==> src/rtl/ivrt_pkg.sv <==
package ivrt_pkg;

  // defaults
  localparam int unsigned ROUTE_COUNT_DEF = 16;
  localparam logic [7:0] VECTOR_BASE_RST = 8'd48;

  // operation codes
  localparam logic [1:0] MODE_REGISTER = 2'd0;
  localparam logic [1:0] MODE_CLEAR    = 2'd1;
  localparam logic [1:0] MODE_DISPATCH = 2'd2;
  localparam logic [1:0] MODE_UNUSED   = 2'd3;

  // one route as stored in the table memory
  typedef struct packed {
    logic [7:0]  device;
    logic [7:0]  task_id;
    logic        owned;
    logic [15:0] notify;
    logic [31:0] badge;
  } route_t;

  // one request word
  typedef struct packed {
    logic [1:0]  mode;
    logic [7:0]  device_index;
    logic [7:0]  task_id;
    logic [15:0] notify_index;
    logic [31:0] badge;
    logic        device_has_msi;
    logic        device_has_address;
    logic        program_ok;
    logic [7:0]  vector_in;
  } req_t;

  // one result word
  typedef struct packed {
    logic [7:0]  vector_out;
    logic        is_ours;
    logic        notify_valid;
    logic [15:0] notify_index;
    logic [31:0] badge;
  } res_t;

endpackage

==> src/rtl/ivrt_route_mem.sv <==
module ivrt_route_mem #(
  parameter int unsigned DEPTH  = ivrt_pkg::ROUTE_COUNT_DEF,
  parameter int unsigned ADDR_W = 4
) (
  input  logic                  clk,
  input  logic                  rd_en,
  input  logic [ADDR_W-1:0]     rd_addr,
  output ivrt_pkg::route_t      rd_data,
  input  logic                  wr_en,
  input  logic [ADDR_W-1:0]     wr_addr,
  input  ivrt_pkg::route_t      wr_data
);

  ivrt_pkg::route_t mem [DEPTH];

  // write port
  always_ff @(posedge clk) begin
    if (wr_en) begin
      mem[wr_addr] <= wr_data;
    end
  end

  // registered read port
  always_ff @(posedge clk) begin
    if (rd_en) begin
      rd_data <= mem[rd_addr];
    end
  end

endmodule

==> src/rtl/ivrt_seq.sv <==
module ivrt_seq #(
  parameter int unsigned ROUTE_COUNT = ivrt_pkg::ROUTE_COUNT_DEF,
  parameter int unsigned IDX_W       = 4
) (
  input  logic                  clk,
  input  logic                  rst,
  input  logic [7:0]            vector_base,
  input  logic                  in_valid,
  output logic                  in_ready,
  input  ivrt_pkg::req_t        req,
  output logic                  res_valid,
  input  logic                  res_ready,
  output ivrt_pkg::res_t        res,
  output logic                  rd_en,
  output logic [IDX_W-1:0]      rd_addr,
  input  ivrt_pkg::route_t      rd_data,
  output logic                  wr_en,
  output logic [IDX_W-1:0]      wr_addr,
  output ivrt_pkg::route_t      wr_data
);

  localparam int unsigned CNT_W = $clog2(ROUTE_COUNT + 1);
  localparam logic [CNT_W-1:0] CNT_END = CNT_W'(ROUTE_COUNT);

  localparam logic [2:0] S_IDLE     = 3'd0;
  localparam logic [2:0] S_REG_WALK = 3'd1;
  localparam logic [2:0] S_CLR_WALK = 3'd2;
  localparam logic [2:0] S_DISP_RD  = 3'd3;
  localparam logic [2:0] S_DONE     = 3'd4;

  logic [2:0]             state;
  ivrt_pkg::req_t         item;
  logic [CNT_W-1:0]       cnt;
  logic                   rd_pend;
  logic [IDX_W-1:0]       rd_idx;
  logic                   free_found;
  logic [IDX_W-1:0]       free_idx;
  logic [ROUTE_COUNT-1:0] live;

  logic [IDX_W-1:0] idx_now;
  logic             walk_issue;
  logic [8:0]       range_lo;
  logic [8:0]       range_hi;
  logic [8:0]       vec_ext;
  logic             in_range;
  logic [7:0]       vec_diff;
  logic [IDX_W-1:0] disp_idx;
  logic             disp_issue;
  logic             reg_hit;
  logic             reg_end;
  logic             alloc_wr;
  logic             clr_hit;
  ivrt_pkg::route_t new_route;
  ivrt_pkg::route_t cleared_route;
  ivrt_pkg::res_t   res_init;

  function automatic logic [7:0] vec_of(input logic [7:0] b, input logic [IDX_W-1:0] i);
    return b + 8'(i);
  endfunction

  // walk issue: one entry read per cycle
  assign idx_now    = cnt[IDX_W-1:0];
  assign walk_issue = ((state == S_REG_WALK) || (state == S_CLR_WALK)) && (cnt < CNT_END);

  // dispatch range check against the unwrapped table range
  assign range_lo   = {1'b0, vector_base};
  assign range_hi   = range_lo + 9'(ROUTE_COUNT);
  assign vec_ext    = {1'b0, req.vector_in};
  assign in_range   = (vec_ext >= range_lo) && (vec_ext < range_hi);
  assign vec_diff   = req.vector_in - vector_base;
  assign disp_idx   = vec_diff[IDX_W-1:0];
  assign disp_issue = (state == S_IDLE) && in_valid &&
                      (req.mode == ivrt_pkg::MODE_DISPATCH) && in_range;

  // entry checks on returned read data
  assign reg_hit  = (state == S_REG_WALK) && rd_pend && live[rd_idx] &&
                    (rd_data.device == item.device_index);
  assign reg_end  = (state == S_REG_WALK) && !reg_hit && (cnt == CNT_END) && !rd_pend;
  assign alloc_wr = reg_end && free_found && item.program_ok;
  assign clr_hit  = (state == S_CLR_WALK) && rd_pend && live[rd_idx] && rd_data.owned &&
                    (rd_data.task_id == item.task_id);

  // write data
  always_comb begin
    new_route.device  = item.device_index;
    new_route.task_id = item.task_id;
    new_route.owned   = 1'b1;
    new_route.notify  = item.notify_index;
    new_route.badge   = item.badge;
    cleared_route       = rd_data;
    cleared_route.owned = 1'b0;
  end

  // result word at acceptance, with the dispatch range flag
  always_comb begin
    res_init         = '0;
    res_init.is_ours = (req.mode == ivrt_pkg::MODE_DISPATCH) && in_range;
  end

  // memory port control
  assign rd_en   = walk_issue || disp_issue;
  assign rd_addr = disp_issue ? disp_idx : idx_now;
  assign wr_en   = reg_hit || alloc_wr || clr_hit;
  assign wr_addr = (reg_hit || clr_hit) ? rd_idx : free_idx;
  assign wr_data = clr_hit ? cleared_route : new_route;

  assign in_ready  = (state == S_IDLE);
  assign res_valid = (state == S_DONE);

  // sequencer
  always_ff @(posedge clk) begin
    if (rst) begin
      state   <= S_IDLE;
      rd_pend <= 1'b0;
      live    <= '0;
    end else begin
      unique case (state)
        S_IDLE: begin
          if (in_valid) begin
            item       <= req;
            cnt        <= '0;
            rd_pend    <= disp_issue;
            rd_idx     <= disp_idx;
            free_found <= 1'b0;
            res        <= res_init;
            case (req.mode)
              ivrt_pkg::MODE_REGISTER: begin
                if (req.device_has_msi && req.device_has_address) begin
                  state <= S_REG_WALK;
                end else begin
                  state <= S_DONE;
                end
              end
              ivrt_pkg::MODE_CLEAR: begin
                state <= S_CLR_WALK;
              end
              ivrt_pkg::MODE_DISPATCH: begin
                if (in_range) begin
                  state <= S_DISP_RD;
                end else begin
                  state <= S_DONE;
                end
              end
              default: begin
                state <= S_DONE;
              end
            endcase
          end
        end
        S_REG_WALK: begin
          rd_pend <= walk_issue;
          if (walk_issue) begin
            cnt    <= cnt + 1'b1;
            rd_idx <= idx_now;
            if (!live[idx_now] && !free_found) begin
              free_found <= 1'b1;
              free_idx   <= idx_now;
            end
          end
          if (reg_hit) begin
            state          <= S_DONE;
            res.vector_out <= item.program_ok ? vec_of(vector_base, rd_idx) : 8'd0;
          end else if (reg_end) begin
            state <= S_DONE;
            if (alloc_wr) begin
              live[free_idx] <= 1'b1;
              res.vector_out <= vec_of(vector_base, free_idx);
            end
          end
        end
        S_CLR_WALK: begin
          rd_pend <= walk_issue;
          if (walk_issue) begin
            cnt    <= cnt + 1'b1;
            rd_idx <= idx_now;
          end
          if ((cnt == CNT_END) && !rd_pend) begin
            state <= S_DONE;
          end
        end
        S_DISP_RD: begin
          rd_pend <= 1'b0;
          if (live[rd_idx] && rd_data.owned) begin
            res.notify_valid <= 1'b1;
            res.notify_index <= rd_data.notify;
            res.badge        <= rd_data.badge;
          end
          state <= S_DONE;
        end
        S_DONE: begin
          if (res_ready) begin
            state <= S_IDLE;
          end
        end
        default: begin
          state <= S_IDLE;
        end
      endcase
    end
  end

endmodule

==> src/rtl/interrupt_vector_route_table.sv <==
// Interrupt route table: entry i of ROUTE_COUNT owns vector cfg_data + i. The base
// must be written through the configuration channel only while the block is idle;
// the block itself does not enforce this. One request word is worked on at a time.
// Route data sits in a single-port-read memory, so register and clear walk the
// entries one per cycle (register stops early on an already routed device);
// dispatch is one memory read; a rejected register or an out-of-range dispatch
// skips the memory. A result register on the output lets the next request word be
// taken while the previous result is still stalled.
module interrupt_vector_route_table_core #(
  parameter int unsigned ROUTE_COUNT = ivrt_pkg::ROUTE_COUNT_DEF
) (
  input  logic        clk,
  input  logic        rst,
  input  logic        cfg_valid,
  output logic        cfg_ready,
  input  logic [7:0]  cfg_data,
  input  logic        in_valid,
  output logic        in_stall,
  input  logic [1:0]  mode,
  input  logic [7:0]  device_index,
  input  logic [7:0]  task_id,
  input  logic [15:0] notify_index_in,
  input  logic [31:0] badge_in,
  input  logic        device_has_msi,
  input  logic        device_has_address,
  input  logic        program_ok,
  input  logic [7:0]  vector_in,
  output logic        out_valid,
  input  logic        out_stall,
  output logic [7:0]  vector_out,
  output logic        is_ours,
  output logic        notify_valid,
  output logic [15:0] notify_index_out,
  output logic [31:0] badge_out
);

  localparam int unsigned IDX_W = (ROUTE_COUNT > 1) ? $clog2(ROUTE_COUNT) : 1;

  logic [7:0]       vector_base;
  ivrt_pkg::req_t   req;
  ivrt_pkg::res_t   res;
  ivrt_pkg::res_t   out_word;
  logic             seq_ready;
  logic             res_valid;
  logic             res_ready;
  logic             rd_en;
  logic [IDX_W-1:0] rd_addr;
  ivrt_pkg::route_t rd_data;
  logic             wr_en;
  logic [IDX_W-1:0] wr_addr;
  ivrt_pkg::route_t wr_data;

  // base register
  assign cfg_ready = 1'b1;

  always_ff @(posedge clk) begin
    if (rst) begin
      vector_base <= ivrt_pkg::VECTOR_BASE_RST;
    end else if (cfg_valid) begin
      vector_base <= cfg_data;
    end
  end

  // request word
  always_comb begin
    req.mode               = mode;
    req.device_index       = device_index;
    req.task_id            = task_id;
    req.notify_index       = notify_index_in;
    req.badge              = badge_in;
    req.device_has_msi     = device_has_msi;
    req.device_has_address = device_has_address;
    req.program_ok         = program_ok;
    req.vector_in          = vector_in;
  end

  assign in_stall = !seq_ready;

  ivrt_seq #(
    .ROUTE_COUNT (ROUTE_COUNT),
    .IDX_W       (IDX_W)
  ) u_seq (
    .clk         (clk),
    .rst         (rst),
    .vector_base (vector_base),
    .in_valid    (in_valid),
    .in_ready    (seq_ready),
    .req         (req),
    .res_valid   (res_valid),
    .res_ready   (res_ready),
    .res         (res),
    .rd_en       (rd_en),
    .rd_addr     (rd_addr),
    .rd_data     (rd_data),
    .wr_en       (wr_en),
    .wr_addr     (wr_addr),
    .wr_data     (wr_data)
  );

  ivrt_route_mem #(
    .DEPTH  (ROUTE_COUNT),
    .ADDR_W (IDX_W)
  ) u_mem (
    .clk     (clk),
    .rd_en   (rd_en),
    .rd_addr (rd_addr),
    .rd_data (rd_data),
    .wr_en   (wr_en),
    .wr_addr (wr_addr),
    .wr_data (wr_data)
  );

  // output register
  assign res_ready = !out_valid || !out_stall;

  always_ff @(posedge clk) begin
    if (rst) begin
      out_valid <= 1'b0;
    end else if (res_ready) begin
      out_valid <= res_valid;
    end
  end

  always_ff @(posedge clk) begin
    if (res_valid && res_ready) begin
      out_word <= res;
    end
  end

  assign vector_out       = out_word.vector_out;
  assign is_ours          = out_word.is_ours;
  assign notify_valid     = out_word.notify_valid;
  assign notify_index_out = out_word.notify_index;
  assign badge_out        = out_word.badge;

endmodule

==> config.mk <==
export PLATFORM = sky130hd
export DESIGN_NAME = interrupt_vector_route_table_core
export DESIGN_NICKNAME = d
export VERILOG_FILES = /design/src/rtl/ivrt_pkg.sv /design/src/rtl/ivrt_route_mem.sv /design/src/rtl/ivrt_seq.sv /design/src/rtl/interrupt_vector_route_table.sv
export SDC_FILE = /design/constraint.sdc
export NUM_CORES = 2
export LEC_CHECK = 0
export BUFFER_PORTS_ARGS = -buffer_cell sky130_fd_sc_hd__buf_2
export CORE_MARGIN = 4
export CORE_UTILIZATION = 40
export CTS_CLUSTER_DIAMETER = 40
export DETAILED_ROUTE_END_ITERATION = 10
export GPL_ROUTABILITY_DRIVEN = 0
export PLACE_DENSITY = 0.57
export SYNTH_ARGS = -nofsm -noshare
export SYNTH_HDL_FRONTEND = slang
export SYNTH_SLANG_ARGS = --single-unit
==> constraint.sdc <==
create_clock -name clk -period 13.9 [get_ports clk]
set_clock_uncertainty 0.1 [all_clocks]
set_input_delay 0.695 -clock clk [delete_from_list [all_inputs] [get_ports clk]]
set_output_delay 0.695 -clock clk [all_outputs]
set_load 0.02 [all_outputs]
* Word-level counts from Yosys, hierarchy flattened
Memories as Yosys holds them, arrays and structs flattened. A register that Yosys moved wholly into a read port is not among the register bits.
Cells that the tools add are included.
** Cells by class
- Bitwise gates (word level) :: 3
- Reduce and logical (&&, ||, !) cells :: 53
- $lt $le $gt $ge :: 7
- Equal/unequal tests :: 18
- Mux-type cells :: 40
- $add $sub $neg :: 5
** Operator list (number)
- 49-bit case mux with 2 select lines :: 1
- 65-bit two-way mux :: 1
- 58-bit two-way mux :: 1
- 49-bit two-way mux :: 1
- 8-bit two-way mux :: 4
- 1-bit logical AND :: 24
- 3-bit two-way mux :: 7
- 4-bit AND reduction :: 5
- 8-bit by 4-bit adder with 8-bit output :: 2
- 8-bit equality test :: 2
- 4-bit two-way mux :: 4
- 16-bit bitwise OR :: 1
- 8-bit case mux with 2 select lines :: 1
- 4-bit by 5-bit < comparator with 1-bit output, second input constant :: 3
- 3-bit case mux with 5 select lines :: 1
- 5-bit two-way mux :: 2
- 5-bit case mux with 2 select lines :: 1
- 5-bit AND reduction :: 2
- 8-bit by 5-bit adder with 9-bit output, second input constant :: 1
- 8-bit by 9-bit < comparator with 1-bit output :: 1
- 1-bit two-way mux :: 9
- 3-bit case mux with 3 select lines :: 1
- 1-bit binary-select mux with 4-bit select :: 2
- 8-bit greater-or-equal comparator :: 1
- other kinds (27) :: 48
** Word-level totals
- Input bits :: 90
- Register bits :: 224
- Memories kept :: 1
- Memory bits (writable) :: 1040
** Memory list
- u_mem.mem :: depth 16, width 65, rd ports 1, clocked after Yosys merged registers in 1, write ports 1, RTL line ivrt_route_mem.sv:14 : ivrt_pkg::route_t mem [DEPTH];

* Depth between registers and ports, before layout
- Word-level depth :: 14
- Mapped depth :: 15
- Gate-level depth less buffers :: 12

* Hierarchy
A second synthesis with hierarchy kept.
** Second synthesis, totals
- Cell total of the unflattened synthesis :: 2347
- Area total of the unflattened synthesis :: 50716.1 um^2
** Modules (own cells, without submodules)
- ivrt_route_mem :: instances 1, area each 40894.2 um^2, cells an instance 1673
- ivrt_seq :: instances 1, area each 7732.4 um^2, cells an instance 582
- interrupt_vector_route_table_core :: instances 1, area each 2089.5 um^2, cells an instance 92

* Least setup slack after synthesis
Ideal clock, no wire load.
- Path type :: reg-to-reg
- Start point :: register u_seq.rd_idx[0]
- End point :: memory u_mem.mem[14][0] (netlist name), enable pin
- Slack :: 6.239 ns
- Arrival :: 6.983 ns
- Library setup time :: 0.578 ns
- Data required time :: 13.222 ns
- Stages on the path, launching flop included :: 11
- Cells stage by stage :: edfxtp_1 -> buf_2 -> mux4_2 -> mux4_2 -> nand4_1 -> nand2_2 -> nor2_1 -> and3_1 -> buf_2 -> a21oi_1 -> o21ai_0
** On the way
- Longest elaborated chain between the ends :: 14
- Elaborated cells between the ends (all ways) :: 19
** Ends and longest elaborated chain
- start, declared :: RTL line ivrt_seq.sv:35 : logic [IDX_W-1:0] rd_idx;
- start signal, assigned :: RTL line ivrt_seq.sv:123 : rd_idx <= disp_idx;
- start signal, assigned :: RTL line ivrt_seq.sv:154 : rd_idx <= idx_now;
- start signal, assigned :: RTL line ivrt_seq.sv:175 : rd_idx <= idx_now;
- 1-bit binary-select mux with 4-bit select :: RTL line ivrt_seq.sv:76, ivrt_seq.sv:80
- 1-bit two-way mux (implied by the code) :: RTL line ivrt_seq.sv:76, ivrt_seq.sv:80
- 1-bit logical AND (2 in a row) :: RTL line ivrt_seq.sv:76 : assign reg_hit = (state == S_REG_WALK) && rd_pend && live[rd_idx] &&
- 1-bit logical NOT :: RTL line ivrt_seq.sv:78 : assign reg_end = (state == S_REG_WALK) && !reg_hit && (cnt == CNT_END) && !rd_pend;
- 1-bit logical AND (3 in a row) :: RTL line ivrt_seq.sv:78
- 1-bit logical AND (2 in a row) :: RTL line ivrt_seq.sv:79 : assign alloc_wr = reg_end && free_found && item.program_ok;
- 1-bit logical OR (2 in a row) :: RTL line ivrt_seq.sv:103 : assign wr_en = reg_hit || alloc_wr || clr_hit;
- 1-bit two-way mux :: RTL line ivrt_route_mem.sv:18 : if (wr_en) begin
- 1-bit two-way mux (implied by the code) :: RTL line ivrt_route_mem.sv:19 : mem[wr_addr] <= wr_data;
- end, declared :: RTL line ivrt_route_mem.sv:14
Several ways; a longest one is shown, not always the timed one. The select of a mux whose other input is x is not followed.

* Worst setup path in the final report
- Start point :: register vector_base[0]
- End point :: register, netlist name u_mem.rd_data[63]
** On the way
- Longest elaborated chain between the ends :: 5
- Elaborated cells between the ends (all ways) :: 8
** Ends and longest elaborated chain
- start, declared :: RTL line interrupt_vector_route_table.sv:39 : logic [7:0] vector_base;
- start signal, assigned :: RTL line interrupt_vector_route_table.sv:58 : vector_base <= ivrt_pkg::VECTOR_BASE_RST;
- start signal, assigned :: RTL line interrupt_vector_route_table.sv:60 : vector_base <= cfg_data;
- 8-bit by 5-bit adder with 9-bit output :: RTL line ivrt_seq.sv:67 : assign range_hi = range_lo + 9'(ROUTE_COUNT);
- 8-bit by 9-bit < comparator with 1-bit output :: RTL line ivrt_seq.sv:69 : assign in_range = (vec_ext >= range_lo) && (vec_ext < range_hi);
- 1-bit logical AND :: RTL line ivrt_seq.sv:69
- 1-bit logical AND :: RTL line ivrt_seq.sv:73 : (req.mode == ivrt_pkg::MODE_DISPATCH) && in_range;
- 4-bit two-way mux or 1-bit logical OR (tied branches) :: RTL line ivrt_seq.sv:102, ivrt_seq.sv:101
Several ways; a longest one is shown, not always the timed one.
A chain may end at the register's enable or synchronous reset.

==> impl_metrics.yaml <==
run_status:
  status: "finished clean"
yosys:
  ys_warn_count: 0
  synth-seq-cells: 1329
  synth_top_family_by_area: "simple AND/OR/NAND/NOR gates"
  postSynthCellCount: 6458
  syn_nets: 6573
  async_flop_share_pct: 0
  yosys.area_share.adder_pct: 0.484
  synth-main-ff-cell: "edfxtp_1"
  synthXorXnorAreaFrac_pct: 0.379
  synthDistinctLibCells: 56
  syn_area_sq_um: 69300
  synth_compound_gate_area_share_pct: 16.4
  synth_edf_count: 1300
  ys_seq_area_share_pct: 57.2
  avgSynthCellArea_sq_um: 10.7
  yosys-mux-area-fraction_pct: 1.42
  synth-simple-area-share_pct: 20.3
drt:
  drtPass1Iterations: 6
  drt_iter0_drc: 6109
  drc_errors: 0
  m1WireLength_mm: 95.4
  vias_per_cell: 6.21
  wl_per_cell_um: 25.8
  dr_total_vias: 55000
  wl_met3_mm: 17.3
  ant_nets: 0
  met2_length_mm: 108
  dr.max_layer_used: "met4"
  wl_mm: 228
sta:
  max_slew_margin_pct: 17.2
  maxSlewViolCount: 0
  timing.fmax_ghz: 0.156
  finalCritPeriodShare_pct: 46.3
  setup_tns_ns: 0
  period_minus_slack_ns: 6.43
  worst_hold_slack_ns: 0.0721
  rsz0062_at_grt: "no"
  setup_viol: 0
  finalHoldViolations: 0
  tightestPinTransition_ns: 1.24
min_path:
  min_path_cells: 3
  hold_class: "in2reg"
critical_path:
  worst-endpoint-arrival_ns: 6.91
  worst_r2r_path_depth: 11
  start_kind: "register"
  r2r-end: "u_mem.rd_data[63]"
  crit_top_cell: "buf_4"
  timing.rr.start: "vector_base[0]"
  cp-startpoint: "vector_base[0]"
  worst-path-buf-inv: 2
  crit_chain: "ha_4 > a21oi_1 > o21ai_1 > a41oi_1 > o21a_4 > nor3_4 > mux2i_4 > buf_4 > buf_4 > o22ai_1 > or4_1"
  slowest_delay_ns: 0.98
  path_depth: 11
  critPathRequiredTime_ns: 14.38
  worstSetupEndpointType: "register"
  crit_fanout: 107
  crit_slowest_cell: "ha_4"
  crit_type: "reg2reg"
  cpLargestDelayFamily: "simple AND/OR/NAND/NOR gates"
  endpoint: "u_mem.rd_data[63]"
  r2r_slack_ns: 7.47
die:
  start_util_pct: 40.3
  die_h_um: 424
  coreArea_sq_um: 172000
  die_w_um: 424
  design.die.area_sq_um: 180000
  num_rows: 152
  ios: 151
run:
  drv_cap: 0
cts:
  cts.htree.levels: 4
  cts_buffers: 221
  path_clk_slew_ns: 0.05
  cts_resized: 0
  cts_tree: "built"
  root_buffer: "clkbuf_16"
  insertion_delay_ns: 0.86
  cts.path.max_buffers: 3
  clock_sink_count: 1329
placement:
  hpwl_mm: 109
  port_buffers: 149
  dp.cells: 8361
cells_and_area:
  antenna_cells: 0
  mostFrequentLayoutCells: "1300 x edfxtp_1, 1073 x nand2_1, 1045 x nand2b_1, 583 x nor2_1, 521 x a2111oi_0"
  area_growth_pct: 15.6
  nets: 6461
  final_common_cell: "edfxtp_1"
  layout-drive-gt1-share_pct: 11.6
  final_cells: 8854
global_routing:
  grt_pass1_wl_mm: 338
  grt_max_degree: 232
  globalRouteTotalUtil_pct: 24.4
  grt_overflow: 0
  antenna_found_initial: 1
  grt_pass1_vias: 53500
power:
  p_per_area_nw_per_um2: 162
  leakagePower_nw: 25.7
  power_mw: 13.0
  peakVddDrop_uv: 143
## cell usage after synthesis (7+ instances only)
master	number	share of area [%]
ha_1	22	0.40
edfxtp_1	1300	56
buf_2	51	0.37
o21ai_0	14	0.10
a2111oi_0	521	6.6
nor2_1	595	3.2
xnor2_1	18	0.23
mux2_2	57	0.93
a21o_1	10	0.11
o22ai_1	261	2.4
a32oi_1	520	6.6
nand2_1	1075	5.8
or4_1	65	0.70
a21oi_1	54	0.39
mux2i_1	12	0.17
dfxtp_1	29	0.84
buf_1	13	0.070
nand3_1	10	0.072
xor2_1	12	0.15
mux4_2	10	0.32
nor3_1	12	0.087
inv_1	19	0.10
and2_1	50	0.45
clkbuf_1	609	3.3
a31oi_1	7	0.063
nand2b_1	1045	9.4
## worst min path at each step
| stage | to | slack, ns | from |
|---|---|---|---|
| after floorplan | badge_out[0] | 0.30 | u_seq.res[0] |
| final | out_valid | 0.07 | out_stall |
| after global routing | out_valid | 0.07 | out_stall |
| after global placement | badge_out[7] | 0.30 | u_seq.res[7] |
| after detailed placement | badge_out[0] | 0.30 | u_seq.res[0] |
| after CTS | out_valid | 0.01 | out_stall |
## through the flow
step	instance area, sq um	setup slack (ns)	utilization (%)
final	80100	7.47	46.6
after global routing	80100	7.12	46.6
after CTS	80100	7.46	46.6
after detailed placement	71600	6.96	41.7
after global placement	71600	7.06	41.7
after floorplan	69300	6.24	-
## flip-flops by register name, indices dropped and copies added, names as in the netlist
name / flops
u_seq.live: 16
u_seq.free_found: 1
u_seq.rd_idx: 4
notify_valid: 1
u_seq.state: 3
notify_index_out: 16
vector_base: 8
u_seq.free_idx: 4
out_valid: 1
is_ours: 1
u_seq.rd_pend: 1
u_seq.item: 65
badge_out: 32
u_seq.cnt: 5
u_mem.mem: 1040
u_mem.rd_data: 65
vector_out: 8
u_seq.res: 58
## worst min-delay path, delay by kind of cell
kind	cells	cell delay, ns
AND/OR/NAND/NOR	1	0.09
AO/OA/AOI/OAI	1	0.06
buffers and inverters	1	0.14
## routing by layer
metal | global-route usage, % | up-vias
met5 | 0 | -
met4 | 9.17 | 0
met3 | 3.91 | 484
met2 | 40.0 | 2537
met1 | 32.7 | 27700
li1 | - | 24300
## where the power goes
part | internal (mW) | switching, mW | total [mW]
combinational | 0.698 | 1.83 | 2.53
clock | 3.52 | 2.13 | 5.65
sequential | 4.66 | 0.120 | 4.78
## cell families (layout without fill, tap and decap cells)
family,after synthesis,after routing
XOR/XNOR,30,30
flip-flops,1329,1329
other,1,1
multiplexers,79,79
AND/OR/NAND/NOR,2894,2894
buffers and inverters,693,779
adder cells (fa/ha/maj),25,25
AO/OA/AOI/OAI,1407,1407
## final cells by class
| class | instances | area, sq um |
|---|---|---|
| clock buffer | 243 | 5630 |
| sequential | 1329 | 39600 |
| inverter | 19 | 71.3 |
| fill | 15500 | 91800 |
| tap | 2310 | 2890 |
| clock inverter | 178 | 2120 |
| multi-input combinational | 4436 | 27400 |
| timing repair buffer | 339 | 2400 |
## what timing repair did
item	in CTS	in global routing
setup endpoints to repair	0	0
hold buffers	72	0
buffers inserted	0	0
hold endpoints to repair	72	0
Note: power is estimated with default switching activity, not from simulation.
